==> src/design/ethp_pkg.sv <==
// ----------------------------------------------------------------------------
// ethp_pkg
// Shared types and constants for the Ethernet/IP/TCP header parser.
// ----------------------------------------------------------------------------
package ethp_pkg;

   localparam int MAX_FRAME_BYTES = 16384;
   localparam int IDX_W           = 15;

   localparam logic [15:0] KIND_VLAN = 16'h8100;
   localparam logic [15:0] KIND_IPV4 = 16'h0800;
   localparam logic [15:0] KIND_IPV6 = 16'h86DD;
   localparam logic [7:0]  PROTO_TCP = 8'd6;
   localparam logic [7:0]  PROTO_UDP = 8'd17;

   localparam logic [4:0] ETH_HDR_LEN  = 5'd14;
   localparam logic [4:0] VLAN_HDR_LEN = 5'd18;

   localparam logic [4:0] ST_TCP_OK     = 5'd0;
   localparam logic [4:0] ST_UDP        = 5'd1;
   localparam logic [4:0] ST_ETH_SHORT  = 5'd2;
   localparam logic [4:0] ST_BAD_KIND   = 5'd3;
   localparam logic [4:0] ST_RAW_VER    = 5'd4;
   localparam logic [4:0] ST_V4_SHORT   = 5'd5;
   localparam logic [4:0] ST_V4_VER     = 5'd6;
   localparam logic [4:0] ST_V4_IHL     = 5'd7;
   localparam logic [4:0] ST_V4_HDR_LEN = 5'd8;
   localparam logic [4:0] ST_V4_FRAG    = 5'd9;
   localparam logic [4:0] ST_V6_SHORT   = 5'd10;
   localparam logic [4:0] ST_V6_VER     = 5'd11;
   localparam logic [4:0] ST_BAD_PROTO  = 5'd12;
   localparam logic [4:0] ST_TCP_SHORT  = 5'd13;
   localparam logic [4:0] ST_TCP_OFFSET = 5'd14;
   localparam logic [4:0] ST_TOO_LONG   = 5'd16;

   // Per-frame capture state
   typedef struct packed {
      logic [IDX_W-1:0] idx;
      logic [15:0]      ek;
      logic [4:0]       ns;
      logic [3:0]       ipver;
      logic [3:0]       hw;
      logic [15:0]      iplen;
      logic [15:0]      frag;
      logic [7:0]       proto;
      logic [63:0]      src0;
      logic [63:0]      src1;
      logic [63:0]      dst0;
      logic [63:0]      dst1;
      logic [6:0]       ts;
      logic [15:0]      ofw;
      logic [15:0]      sport;
      logic [15:0]      dport;
      logic [31:0]      seq;
   } frame_type;

endpackage

==> src/design/eth_ip_tcp_header_parser_top.sv <==
// ----------------------------------------------------------------------------
// eth_ip_tcp_header_parser_top
// Byte-stream header parser for Ethernet/802.1Q, IPv4/IPv6 and TCP.
// ----------------------------------------------------------------------------
//  channel | ports                        | direction | moves
//  req     | req_valid/ready, frame bytes | in        | one frame byte
//  rsp     | rsp_valid/ready, fields      | out       | one result per frame
//  csr     | csr_write_enable/data        | in        | raw_ip_mode bit
//
//  One byte is taken every cycle unless the input is stalled. A byte goes
//  through three registers: the input register, the capture state (frame
//  snapshot on the last byte) and the result register.
//  Reset clears the mode bit, the capture state and all valid flags.
//  A held result only stalls the input when a second last byte needs the
//  snapshot register; other bytes keep flowing.
// ----------------------------------------------------------------------------
module eth_ip_tcp_header_parser_top (
   input  logic        clock,
   input  logic        reset,
   input  logic        req_valid,
   output logic        req_ready,
   input  logic [7:0]  req_frame_byte,
   input  logic        req_last_byte,
   output logic        rsp_valid,
   input  logic        rsp_ready,
   output logic [4:0]  rsp_status,
   output logic        rsp_ip_is_v6,
   output logic [63:0] rsp_src_addr_hi,
   output logic [63:0] rsp_src_addr_lo,
   output logic [63:0] rsp_dst_addr_hi,
   output logic [63:0] rsp_dst_addr_lo,
   output logic [15:0] rsp_src_port,
   output logic [15:0] rsp_dst_port,
   output logic [31:0] rsp_seq_num,
   output logic [7:0]  rsp_tcp_flag_bits,
   output logic [14:0] rsp_payload_offset,
   output logic [14:0] rsp_payload_length,
   input  logic        csr_write_enable,
   input  logic        csr_write_data
);

   localparam logic [ethp_pkg::IDX_W-1:0] MAX_IDX = ethp_pkg::IDX_W'(ethp_pkg::MAX_FRAME_BYTES);

   logic                mode_ff;
   logic                vld_ff;
   logic [7:0]          byte_ff;
   logic                last_ff;
   ethp_pkg::frame_type frm_ff, frm_in;
   logic                snap_vld_ff;
   ethp_pkg::frame_type snap_ff;
   logic                snap_mode_ff;
   logic                rsp_valid_ff;

   logic out_free, snap_free, cap_go;

   assign out_free  = !rsp_valid_ff || rsp_ready;
   assign snap_free = !snap_vld_ff || out_free;
   assign cap_go    = vld_ff && (!last_ff || snap_free);
   assign req_ready = !vld_ff || cap_go;
   assign rsp_valid = rsp_valid_ff;

   // ---------------- capture ----------------
   logic [ethp_pkg::IDX_W-1:0] r_off, t_off;
   logic                       go_net, lay_v6;

   always_comb begin
      frm_in = frm_ff;
      go_net = 1'b0;
      lay_v6 = 1'b0;
      r_off  = '0;
      t_off  = '0;
      if (frm_ff.idx < MAX_IDX) begin
         if (!mode_ff) begin
            if (frm_ff.idx == 15'd12 || frm_ff.idx == 15'd13) begin
               frm_in.ek = {frm_in.ek[7:0], byte_ff};
            end
            if (frm_ff.idx == 15'd13) begin
               frm_in.ns = (frm_in.ek == ethp_pkg::KIND_VLAN) ?
                           ethp_pkg::VLAN_HDR_LEN : ethp_pkg::ETH_HDR_LEN;
            end
            if ((frm_ff.idx == 15'd16 || frm_ff.idx == 15'd17) &&
                frm_ff.ns == ethp_pkg::VLAN_HDR_LEN) begin
               frm_in.ek = {frm_in.ek[7:0], byte_ff};
            end
            go_net = (frm_ff.idx >= 15'd14) && (frm_ff.idx >= 15'(frm_in.ns));
         end else begin
            frm_in.ns = '0;
            go_net    = 1'b1;
         end
         r_off = frm_ff.idx - 15'(frm_in.ns);
         if (go_net) begin
            if (r_off == '0) begin
               frm_in.ipver = byte_ff[7:4];
               frm_in.hw    = byte_ff[3:0];
               lay_v6 = mode_ff ? (byte_ff[7:4] == 4'd6) : (frm_in.ek == ethp_pkg::KIND_IPV6);
               frm_in.ts = 7'(frm_in.ns) + (lay_v6 ? 7'd40 : 7'({byte_ff[3:0], 2'b00}));
            end else begin
               lay_v6 = mode_ff ? (frm_in.ipver == 4'd6) : (frm_in.ek == ethp_pkg::KIND_IPV6);
               if (lay_v6) begin
                  if (r_off == 15'd4 || r_off == 15'd5)
                     frm_in.iplen = {frm_in.iplen[7:0], byte_ff};
                  else if (r_off == 15'd6)
                     frm_in.proto = byte_ff;
                  else if (r_off >= 15'd8 && r_off < 15'd16)
                     frm_in.src0 = {frm_in.src0[55:0], byte_ff};
                  else if (r_off >= 15'd16 && r_off < 15'd24)
                     frm_in.src1 = {frm_in.src1[55:0], byte_ff};
                  else if (r_off >= 15'd24 && r_off < 15'd32)
                     frm_in.dst0 = {frm_in.dst0[55:0], byte_ff};
                  else if (r_off >= 15'd32 && r_off < 15'd40)
                     frm_in.dst1 = {frm_in.dst1[55:0], byte_ff};
               end else begin
                  if (r_off == 15'd2 || r_off == 15'd3)
                     frm_in.iplen = {frm_in.iplen[7:0], byte_ff};
                  else if (r_off == 15'd6 || r_off == 15'd7)
                     frm_in.frag = {frm_in.frag[7:0], byte_ff};
                  else if (r_off == 15'd9)
                     frm_in.proto = byte_ff;
                  else if (r_off >= 15'd12 && r_off < 15'd16)
                     frm_in.src1 = {frm_in.src1[55:0], byte_ff};
                  else if (r_off >= 15'd16 && r_off < 15'd20)
                     frm_in.dst1 = {frm_in.dst1[55:0], byte_ff};
               end
               if (frm_ff.idx >= 15'(frm_ff.ts)) begin
                  t_off = frm_ff.idx - 15'(frm_ff.ts);
                  if (t_off < 15'd2)
                     frm_in.sport = {frm_in.sport[7:0], byte_ff};
                  else if (t_off < 15'd4)
                     frm_in.dport = {frm_in.dport[7:0], byte_ff};
                  else if (t_off < 15'd8)
                     frm_in.seq = {frm_in.seq[23:0], byte_ff};
                  else if (t_off == 15'd12 || t_off == 15'd13)
                     frm_in.ofw = {frm_in.ofw[7:0], byte_ff};
               end
            end
         end
      end
      // saturate one past the limit
      if (frm_ff.idx <= MAX_IDX) begin
         frm_in.idx = frm_ff.idx + 15'd1;
      end
   end

   always_ff @(posedge clock) begin
      if (reset) begin
         mode_ff      <= 1'b0;
         vld_ff       <= 1'b0;
         frm_ff       <= '0;
         snap_vld_ff  <= 1'b0;
         rsp_valid_ff <= 1'b0;
      end else begin
         if (csr_write_enable) begin
            mode_ff <= csr_write_data;
         end
         if (req_valid && req_ready) begin
            vld_ff <= 1'b1;
         end else if (cap_go) begin
            vld_ff <= 1'b0;
         end
         if (cap_go) begin
            frm_ff <= last_ff ? '0 : frm_in;
         end
         if (cap_go && last_ff) begin
            snap_vld_ff <= 1'b1;
         end else if (out_free) begin
            snap_vld_ff <= 1'b0;
         end
         if (out_free) begin
            rsp_valid_ff <= snap_vld_ff;
         end
      end
   end

   always_ff @(posedge clock) begin
      if (req_valid && req_ready) begin
         byte_ff <= req_frame_byte;
         last_ff <= req_last_byte;
      end
      if (cap_go && last_ff) begin
         snap_ff      <= frm_in;
         snap_mode_ff <= mode_ff;
      end
   end

   // ---------------- judge ----------------
   logic [4:0]                 status;
   logic                       v6, proto_chk;
   logic [ethp_pkg::IDX_W-1:0] ip_rem;
   logic [15:0]                iplen_cut, v6_tl, tlen;
   logic [5:0]                 hdr, thdr;

   always_comb begin
      status    = ethp_pkg::ST_TCP_OK;
      v6        = 1'b0;
      proto_chk = 1'b0;
      tlen      = '0;
      ip_rem    = snap_ff.idx - 15'(snap_ff.ns);
      hdr       = {snap_ff.hw, 2'b00};
      thdr      = {snap_ff.ofw[15:12], 2'b00};
      iplen_cut = (16'(ip_rem) > snap_ff.iplen) ? snap_ff.iplen : 16'(ip_rem);
      v6_tl     = 16'(ip_rem) - 16'd40;
      if (snap_ff.idx > MAX_IDX) begin
         status = ethp_pkg::ST_TOO_LONG;
      end else if (!snap_mode_ff && snap_ff.idx < 15'd14) begin
         status = ethp_pkg::ST_ETH_SHORT;
      end else if (!snap_mode_ff && snap_ff.ns == ethp_pkg::VLAN_HDR_LEN &&
                   snap_ff.idx < 15'd18) begin
         status = ethp_pkg::ST_BAD_KIND;
      end else if (!snap_mode_ff && snap_ff.ek != ethp_pkg::KIND_IPV4 &&
                   snap_ff.ek != ethp_pkg::KIND_IPV6) begin
         status = ethp_pkg::ST_BAD_KIND;
      end else if (snap_mode_ff && snap_ff.ipver != 4'd4 && snap_ff.ipver != 4'd6) begin
         status = ethp_pkg::ST_RAW_VER;
      end else begin
         v6 = snap_mode_ff ? (snap_ff.ipver == 4'd6) : (snap_ff.ek == ethp_pkg::KIND_IPV6);
         if (!v6) begin
            if (ip_rem < 15'd20)
               status = ethp_pkg::ST_V4_SHORT;
            else if (snap_ff.ipver != 4'd4)
               status = ethp_pkg::ST_V4_VER;
            else if (snap_ff.hw < 4'd5)
               status = ethp_pkg::ST_V4_IHL;
            else if (16'(hdr) > iplen_cut)
               status = ethp_pkg::ST_V4_HDR_LEN;
            else if (snap_ff.frag[13:0] != '0)
               status = ethp_pkg::ST_V4_FRAG;
            else begin
               tlen      = iplen_cut - 16'(hdr);
               proto_chk = 1'b1;
            end
         end else begin
            tlen = (snap_ff.iplen < v6_tl) ? snap_ff.iplen : v6_tl;
            if (ip_rem < 15'd40)
               status = ethp_pkg::ST_V6_SHORT;
            else if (snap_ff.ipver != 4'd6)
               status = ethp_pkg::ST_V6_VER;
            else
               proto_chk = 1'b1;
         end
         if (proto_chk) begin
            if (snap_ff.proto == ethp_pkg::PROTO_UDP)
               status = ethp_pkg::ST_UDP;
            else if (snap_ff.proto != ethp_pkg::PROTO_TCP)
               status = ethp_pkg::ST_BAD_PROTO;
            else if (tlen < 16'd20)
               status = ethp_pkg::ST_TCP_SHORT;
            else if (thdr < 6'd20 || 16'(thdr) > tlen)
               status = ethp_pkg::ST_TCP_OFFSET;
         end
      end
   end

   logic ok;
   assign ok = (status == ethp_pkg::ST_TCP_OK);

   always_ff @(posedge clock) begin
      if (out_free && snap_vld_ff) begin
         rsp_status         <= status;
         rsp_ip_is_v6       <= ok && v6;
         rsp_src_addr_hi    <= (ok && v6) ? snap_ff.src0 : 64'd0;
         rsp_dst_addr_hi    <= (ok && v6) ? snap_ff.dst0 : 64'd0;
         rsp_src_addr_lo    <= !ok ? 64'd0 :
                               v6 ? snap_ff.src1 : {32'h0000FFFF, snap_ff.src1[31:0]};
         rsp_dst_addr_lo    <= !ok ? 64'd0 :
                               v6 ? snap_ff.dst1 : {32'h0000FFFF, snap_ff.dst1[31:0]};
         rsp_src_port       <= ok ? snap_ff.sport : 16'd0;
         rsp_dst_port       <= ok ? snap_ff.dport : 16'd0;
         rsp_seq_num        <= ok ? snap_ff.seq : 32'd0;
         rsp_tcp_flag_bits  <= ok ? snap_ff.ofw[7:0] : 8'd0;
         rsp_payload_offset <= ok ? (15'(snap_ff.ts) + 15'(thdr)) : 15'd0;
         rsp_payload_length <= ok ? 15'(tlen - 16'(thdr)) : 15'd0;
      end
   end

   // ---------------- checks ----------------
   a_idx_bound: assert property (@(posedge clock) disable iff (reset)
      frm_ff.idx <= MAX_IDX + 15'd1)
      else $error("byte counter past saturation");

   a_snap_hold: assert property (@(posedge clock) disable iff (reset)
      snap_vld_ff && !out_free |=> snap_vld_ff)
      else $error("snapshot lost while result stalled");

   a_last_needs_room: assert property (@(posedge clock) disable iff (reset)
      cap_go && last_ff |-> snap_free)
      else $error("snapshot overwritten");

   a_drop_zero: assert property (@(posedge clock) disable iff (reset)
      rsp_valid_ff && rsp_status != ethp_pkg::ST_TCP_OK |->
      rsp_src_port == 16'd0 && rsp_seq_num == 32'd0 && !rsp_ip_is_v6)
      else $error("fields set on non-TCP result");

endmodule
==> config.mk <==
export PLATFORM = sky130hd
export DESIGN_NAME = eth_ip_tcp_header_parser_top
export DESIGN_NICKNAME = d
export VERILOG_FILES = /design/src/design/ethp_pkg.sv /design/src/design/eth_ip_tcp_header_parser_top.sv
export SDC_FILE = /design/constraint.sdc
export NUM_CORES = 2
export LEC_CHECK = 0
export BUFFER_PORTS_ARGS = -buffer_cell sky130_fd_sc_hd__buf_2
export CAP_MARGIN = 0
export CORE_UTILIZATION = 60
export CTS_BUF_LIST = sky130_fd_sc_hd__clkbuf_8
export CTS_CLUSTER_SIZE = 30
export DETAILED_ROUTE_END_ITERATION = 8
export PLACE_DENSITY = 0.84
export SLEW_MARGIN = 20
export SYNTH_ARGS = -nofsm -noshare
export SYNTH_HDL_FRONTEND = slang
export SYNTH_SLANG_ARGS = --single-unit
==> constraint.sdc <==
create_clock -name clock -period 23.4 [get_ports clock]
set_input_delay 1.17 -clock clock [delete_from_list [all_inputs] [get_ports clock]]
set_output_delay 1.17 -clock clock [all_outputs]
set_load 0.02 [all_outputs]
* Word-level counts from Yosys, hierarchy flattened
Index checks and enable logic that the tools add are counted.
Storage, ports and cells: bits in registers 1230, output and inout bits 366
Operators by class: $add $sub $neg 9, order comparisons 30, equality and inequality tests 27, mux-type cells 128, reductions and logical operators 42
Operators with widths (number):
- $mux W64 | 18
- $mux W16 | 30
- $mux W427 | 1
- $mux W412 | 1
- $mux W391 | 1
- $mux W296 | 1
- $mux W264 | 1
- $mux W256 | 1
- $mux W192 | 1
- $mux W80 | 2
- $mux W48 | 3
- $mux W128 | 1
- $mux W15 | 6
- $mux W5 | 17
- $eq A15 B4 Y1 const B | 5
- $lt A15 B5 Y1 const B | 5
- $mux W32 | 2
- $eq A15 B3 Y1 const B | 4
- $eq A16 B16 Y1 const B | 3
- $ge A15 B4 Y1 const B | 3
- $lt A15 B6 Y1 const B | 3
- $mux W8 | 5
- $gt A6 B16 Y1 | 2
- $eq A15 B2 Y1 const B | 2
- other kinds (44) | 118

* Depth between registers and ports, before layout
word-level depth 29, depth in mapped cells 40, depth with buffers taken out 38

* Worst setup path before layout
Ideal clock, no wire load.
path kind input -> register, start in rsp_ready, end reg rsp_dst_addr_hi[0] (enable), data arrival time 16960 ps, data required time 22274 ps, slack 5315 ps, stages 2, buffers on the path 0, path through nor2b_1 nor2b_1
On the way: longest elaborated chain between the ends 2
Ends and longest elaborated chain:
- from (decl) | line eth_ip_tcp_header_parser_top.sv:25 | input logic rsp_ready,
- $logic_or A1 B1 Y1 | line eth_ip_tcp_header_parser_top.sv:56 | assign out_free = !rsp_valid_ff || rsp_ready;
- $logic_and A1 B1 Y1 | line eth_ip_tcp_header_parser_top.sv:257 | if (out_free && snap_vld_ff) begin
- to (signal assigned) | line eth_ip_tcp_header_parser_top.sv:261 | rsp_dst_addr_hi <= (ok && v6) ? snap_ff.dst0 : 64'd0;
- to (decl) | line eth_ip_tcp_header_parser_top.sv:30 | output logic [63:0] rsp_dst_addr_hi,
No other way between the ends. A chain may end at the register's enable or synchronous reset.

* Worst setup path in the final report
start reg snap_ff[412] in the netlist's numbering, end reg rsp_src_addr_hi[56], data pin
On the way: longest elaborated chain between the ends 29
Ends and longest elaborated chain:
- from (decl) | line eth_ip_tcp_header_parser_top.sv:50 | ethp_pkg::frame_type snap_ff;
- from (signal assigned) | line eth_ip_tcp_header_parser_top.sv:180 | snap_ff <= frm_in;
- $sub A15 B5 Y15 | line eth_ip_tcp_header_parser_top.sv:197 | ip_rem = snap_ff.idx - 15'(snap_ff.ns);
- $gt A15 B16 Y1 | line eth_ip_tcp_header_parser_top.sv:200 | iplen_cut = (16'(ip_rem) > snap_ff.iplen) ? snap_ff.iplen : 16'(ip_rem);
- $mux W16 | line eth_ip_tcp_header_parser_top.sv:200
- $sub A16 B6 Y16 | line eth_ip_tcp_header_parser_top.sv:228 | tlen = iplen_cut - 16'(hdr);
- $mux W16 | line eth_ip_tcp_header_parser_top.sv:225 | else if (snap_ff.frag[13:0] != '0)
- $mux W16 | line eth_ip_tcp_header_parser_top.sv:223 | else if (16'(hdr) > iplen_cut)
- $mux W16 | line eth_ip_tcp_header_parser_top.sv:221 | else if (snap_ff.hw < 4'd5)
- $mux W16 | line eth_ip_tcp_header_parser_top.sv:219 | else if (snap_ff.ipver != 4'd4)
- [13 not listed]
- $mux W5 | line eth_ip_tcp_header_parser_top.sv:240 | if (proto_chk) begin
- $mux W5 | line eth_ip_tcp_header_parser_top.sv:212 | end else if (snap_mode_ff && snap_ff.ipver != 4'd4 && snap_ff.ipver != 4'd6) begin
- $mux W5 | line eth_ip_tcp_header_parser_top.sv:209 | end else if (!snap_mode_ff && snap_ff.ek != ethp_pkg::KIND_IPV4 &&
- $mux W5 | line eth_ip_tcp_header_parser_top.sv:206 | end else if (!snap_mode_ff && snap_ff.ns == ethp_pkg::VLAN_HDR_LEN &&
- $mux W5 | line eth_ip_tcp_header_parser_top.sv:204 | end else if (!snap_mode_ff && snap_ff.idx < 15'd14) begin
- $mux W5 | line eth_ip_tcp_header_parser_top.sv:202 | if (snap_ff.idx > MAX_IDX) begin
- $logic_not A5 Y1 | line eth_ip_tcp_header_parser_top.sv:254 | assign ok = (status == ethp_pkg::ST_TCP_OK);
- $logic_and A1 B1 Y1 * | line eth_ip_tcp_header_parser_top.sv:260 | rsp_src_addr_hi <= (ok && v6) ? snap_ff.src0 : 64'd0;
- to (signal assigned) | line eth_ip_tcp_header_parser_top.sv:260
- to (decl) | line eth_ip_tcp_header_parser_top.sv:28 | output logic [63:0] rsp_src_addr_hi,
Mark *: on every way between the ends. The rest lies on a longest branch, timed or not. The select of a mux whose other input is x is not followed.

==> metrics.cfg <==
[run_status]
status = complete, but fails checks
violations = DRC

[routing]
wl_per_cell_um = 23.34
num_vias = 35342
drt_iter0_drc = 3209
viasPerCell = 6.178
drc_errors = 69
drtAntennaViolNets = 0
wl_mm = 133.5
first_pass_iters = 8

[critical_path]
arrival_ps = 11530
worstSetupStartpoint = snap_ff[412]$_DFFE_PP_
path_class = reg2reg
critPathLaunchType = register
crit_required_ps = 23950
slowest_stage = a311o_2
reg2reg_from = snap_ff[412]$_DFFE_PP_
max_stage_delay_ps = 890
crit_path_end = rsp_src_addr_hi[56]$_SDFFCE_PN0P_
r2r_slack_ps = 12420
end_kind = register
worstPathMaxFanout = 75
reg2reg_to = rsp_src_addr_hi[56]$_SDFFCE_PN0P_
rr_worst_depth = 33

[run]
cap_violations = 0

[sta]
final-max-slew-violation-count = 0
fin_setup_tns_ps = 0
worst_pin_slew_ps = 1104
setup_violations = 0
fin_skew_ps = 68.90
fin_crit_sh = 0.4690
fmax_ghz = 0.09111
rsz0062_at_grt = no
min_period_ps = 10980
hold_violations = 0
max_slew_margin = 0.2641

[yosys]
synthArstFlopShare = 0
syn_area_sq_um = 53680
yosysMostFrequentCell = edfxtp_1
synth_xor_area_frac = 0.008811
synth_edf_count = 788
synthAdderAreaFrac = 0.02079
synth_cells = 4078
ys_ff_latch = 1213
yosysTopAreaCellShare = 0.4408
netlist_top_cells_area = edfxtp_1 44%, dfxtp_1 16%, mux2_2 8.1%, nor4_2 6.7%, a22o_1 4.3%
synth_warnings = 0
synth.largest_area_cell = edfxtp_1
synth_area_per_cell_sq_um = 13.16
ys_top_cells_by_count = 788 x edfxtp_1, 425 x dfxtp_1, 388 x mux2_2
yosysUniqueCellTypes = 94
synth-compound-area-share = 0.1029
ys.flop_type = edfxtp_1
synth_top_family_by_area = simple AND/OR/NAND/NOR gates
synth-simple-area-share = 0.1282
synth_mux_area_frac = 0.08483
yosysSeqAreaShare = 0.5993

[power_and_ir_drop]
irDropWorstVdd_v = 0.00005547
power_w = 0.004237
power_leakage_nw = 21.80
p_per_area_nw_per_um2 = 70.71

[die]
core_area_sq_um = 88510
die_w_um = 301.1
design.die.area_sq_um = 90660
pin_count = 381
start_util = 0.6064
num_rows = 109
die_h_um = 301.1

[global_route]
grt_max_degree = 143
track_usage = 0.2903
grt_pass1_wl_mm = 203.2
grt_overflow_total = 0
antenna_found_initial = 4
grt_pass1_vias = 34311

[placed_design]
dp_hpwl_mm = 84.73
dp_cells = 5370
io_buffers = 373
dpl_cell_area_sq_um = 56160
finalWeightedCongestion = 0.9237

[clock_network]
cts_setup_buffers = 0
post_cts_resized = 0
cts_buffers = 184
cts_buffer_depth = 3
insertion_delay_ps = 870
htreeDepth = 4
hold_buffers = 0
cts_sinks = 1213
path_clk_slew_ps = 60
cts_tree = built
ctsRootBufferMaster = clkbuf_8

[final_layout]
fin_util = 0.6769
final_cell_area_sq_um = 59910
multi_input_area_sq_um = 18710
nFillCells = 6159
finalNonFillerCells = 5721
register_area_sq_um = 32170
final_layout_size_suffix_gt1_frac = 0.3112
nets = 4491
area_growth_pct = 11.62

[worst_hold_path]
hold_path.class = reg2reg

-- report_power, final --
group          internal, W  switching (W)  total, W
logic            0.0000426       0.000150  0.000193
clock network     0.000903       0.000838   0.00174
registers          0.00229      0.0000117   0.00230
total              0.00324        0.00100   0.00424
-- worst min-delay path by stage --
| stage | slack, ps | start | cells after the start | end |
|---|---|---|---|---|
| 2_1_floorplan | 410 | mode_ff$_SDFFE_PP0P_ | 0 | snap_mode_ff$_DFFE_PP_ |
| 3_3_place_gp | 440 | frm_ff[60]$_SDFFE_PP0P_ | 1 | frm_ff[60]$_SDFFE_PP0P_ |
| 3_5_place_dp | 450 | frm_ff[61]$_SDFFE_PP0P_ | 1 | frm_ff[61]$_SDFFE_PP0P_ |
| 4_1_cts | 430 | req_frame_byte[4] | 1 | byte_ff[4]$_DFFE_PP_ |
| 5_1_grt | 460 | req_frame_byte[4] | 1 | byte_ff[4]$_DFFE_PP_ |
| 6_report | 460 | frm_ff[63]$_SDFFE_PP0P_ | 1 | frm_ff[63]$_SDFFE_PP0P_ |
-- flip-flops by register name, indices dropped and copies added, names as in the netlist, 4 cells and up --
signal	count
rsp_dst_port	16
rsp_payload_offset	8
byte_ff	8
rsp_dst_addr_lo	64
rsp_src_addr_lo	64
snap_ff	417
rsp_seq_num	32
rsp_payload_length	15
hdr	4
rsp_dst_addr_hi	64
rsp_src_addr_hi	64
rsp_status	5
frm_ff	421
rsp_src_port	16
rsp_tcp_flag_bits	8
-- stage by stage --
| step | setup slack [ps] | hold slack (ps) |
|---|---|---|
| 2_1_floorplan | 5315 | 406.4 |
| 3_3_place_gp | 12620 | 440.2 |
| 3_5_place_dp | 12450 | 448.0 |
| 4_1_cts | 12400 | 428.2 |
| 5_1_grt | 11710 | 463.0 |
| 6_report | 12420 | 464.1 |
-- metal layers --
metal / wire (um) / vias up / global-route usage
met4: 4352 / 0 / 0.1071
met1: 56690 / 17645 / 0.4045
met5: 0 / - / 0
li1: - / 16032 / -
met2: 63410 / 1420 / 0.4617
met3: 9078 / 245 / 0.04452
-- layout make-up --
type	instances	area share
tap	1165	0.02433
clock inverter	142	0.01487
antenna	2	0.00008354
clock buffer	207	0.04755
multi-input combinational	2178	0.3123
sequential	1213	0.5370
timing repair buffer	436	0.04012
inverter	378	0.02381
-- worst max-delay path, delay by kind of cell (launching register included) --
kind,cells,cell delay (ps)
adder cells (fa/ha/maj),6,1790
XOR/XNOR,1,420
AO/OA/AOI/OAI,10,3070
AND/OR/NAND/NOR,10,2740
buffers and inverters,6,2070
flip-flops,1,370
-- cell usage in the layout, fill, tap and decap left out, drive strengths merged, types with 71 or more instances in the layout --
cell type / Yosys / layout
ha: 78 / 78
a22o: 262 / 262
o21ai: 72 / 72
edfxtp: 788 / 788
nor4: 370 / 370
dfxtp: 425 / 425
clkbuf: 182 / 207
inv: 378 / 462
a22oi: 119 / 119
nand2: 71 / 71
buf: 133 / 436
mux2: 399 / 399
nor2: 236 / 236
-- cell families (layout without fill, tap and decap cells) --
kind of cell,after synthesis,in the layout
AO/OA/AOI/OAI,699,699
XOR/XNOR,54,54
adder cells (fa/ha/maj),85,85
buffers and inverters,693,1163
flip-flops,1213,1213
multiplexers,405,405
other,1,9
AND/OR/NAND/NOR,928,928
Power figures use the tool's default switching activity.
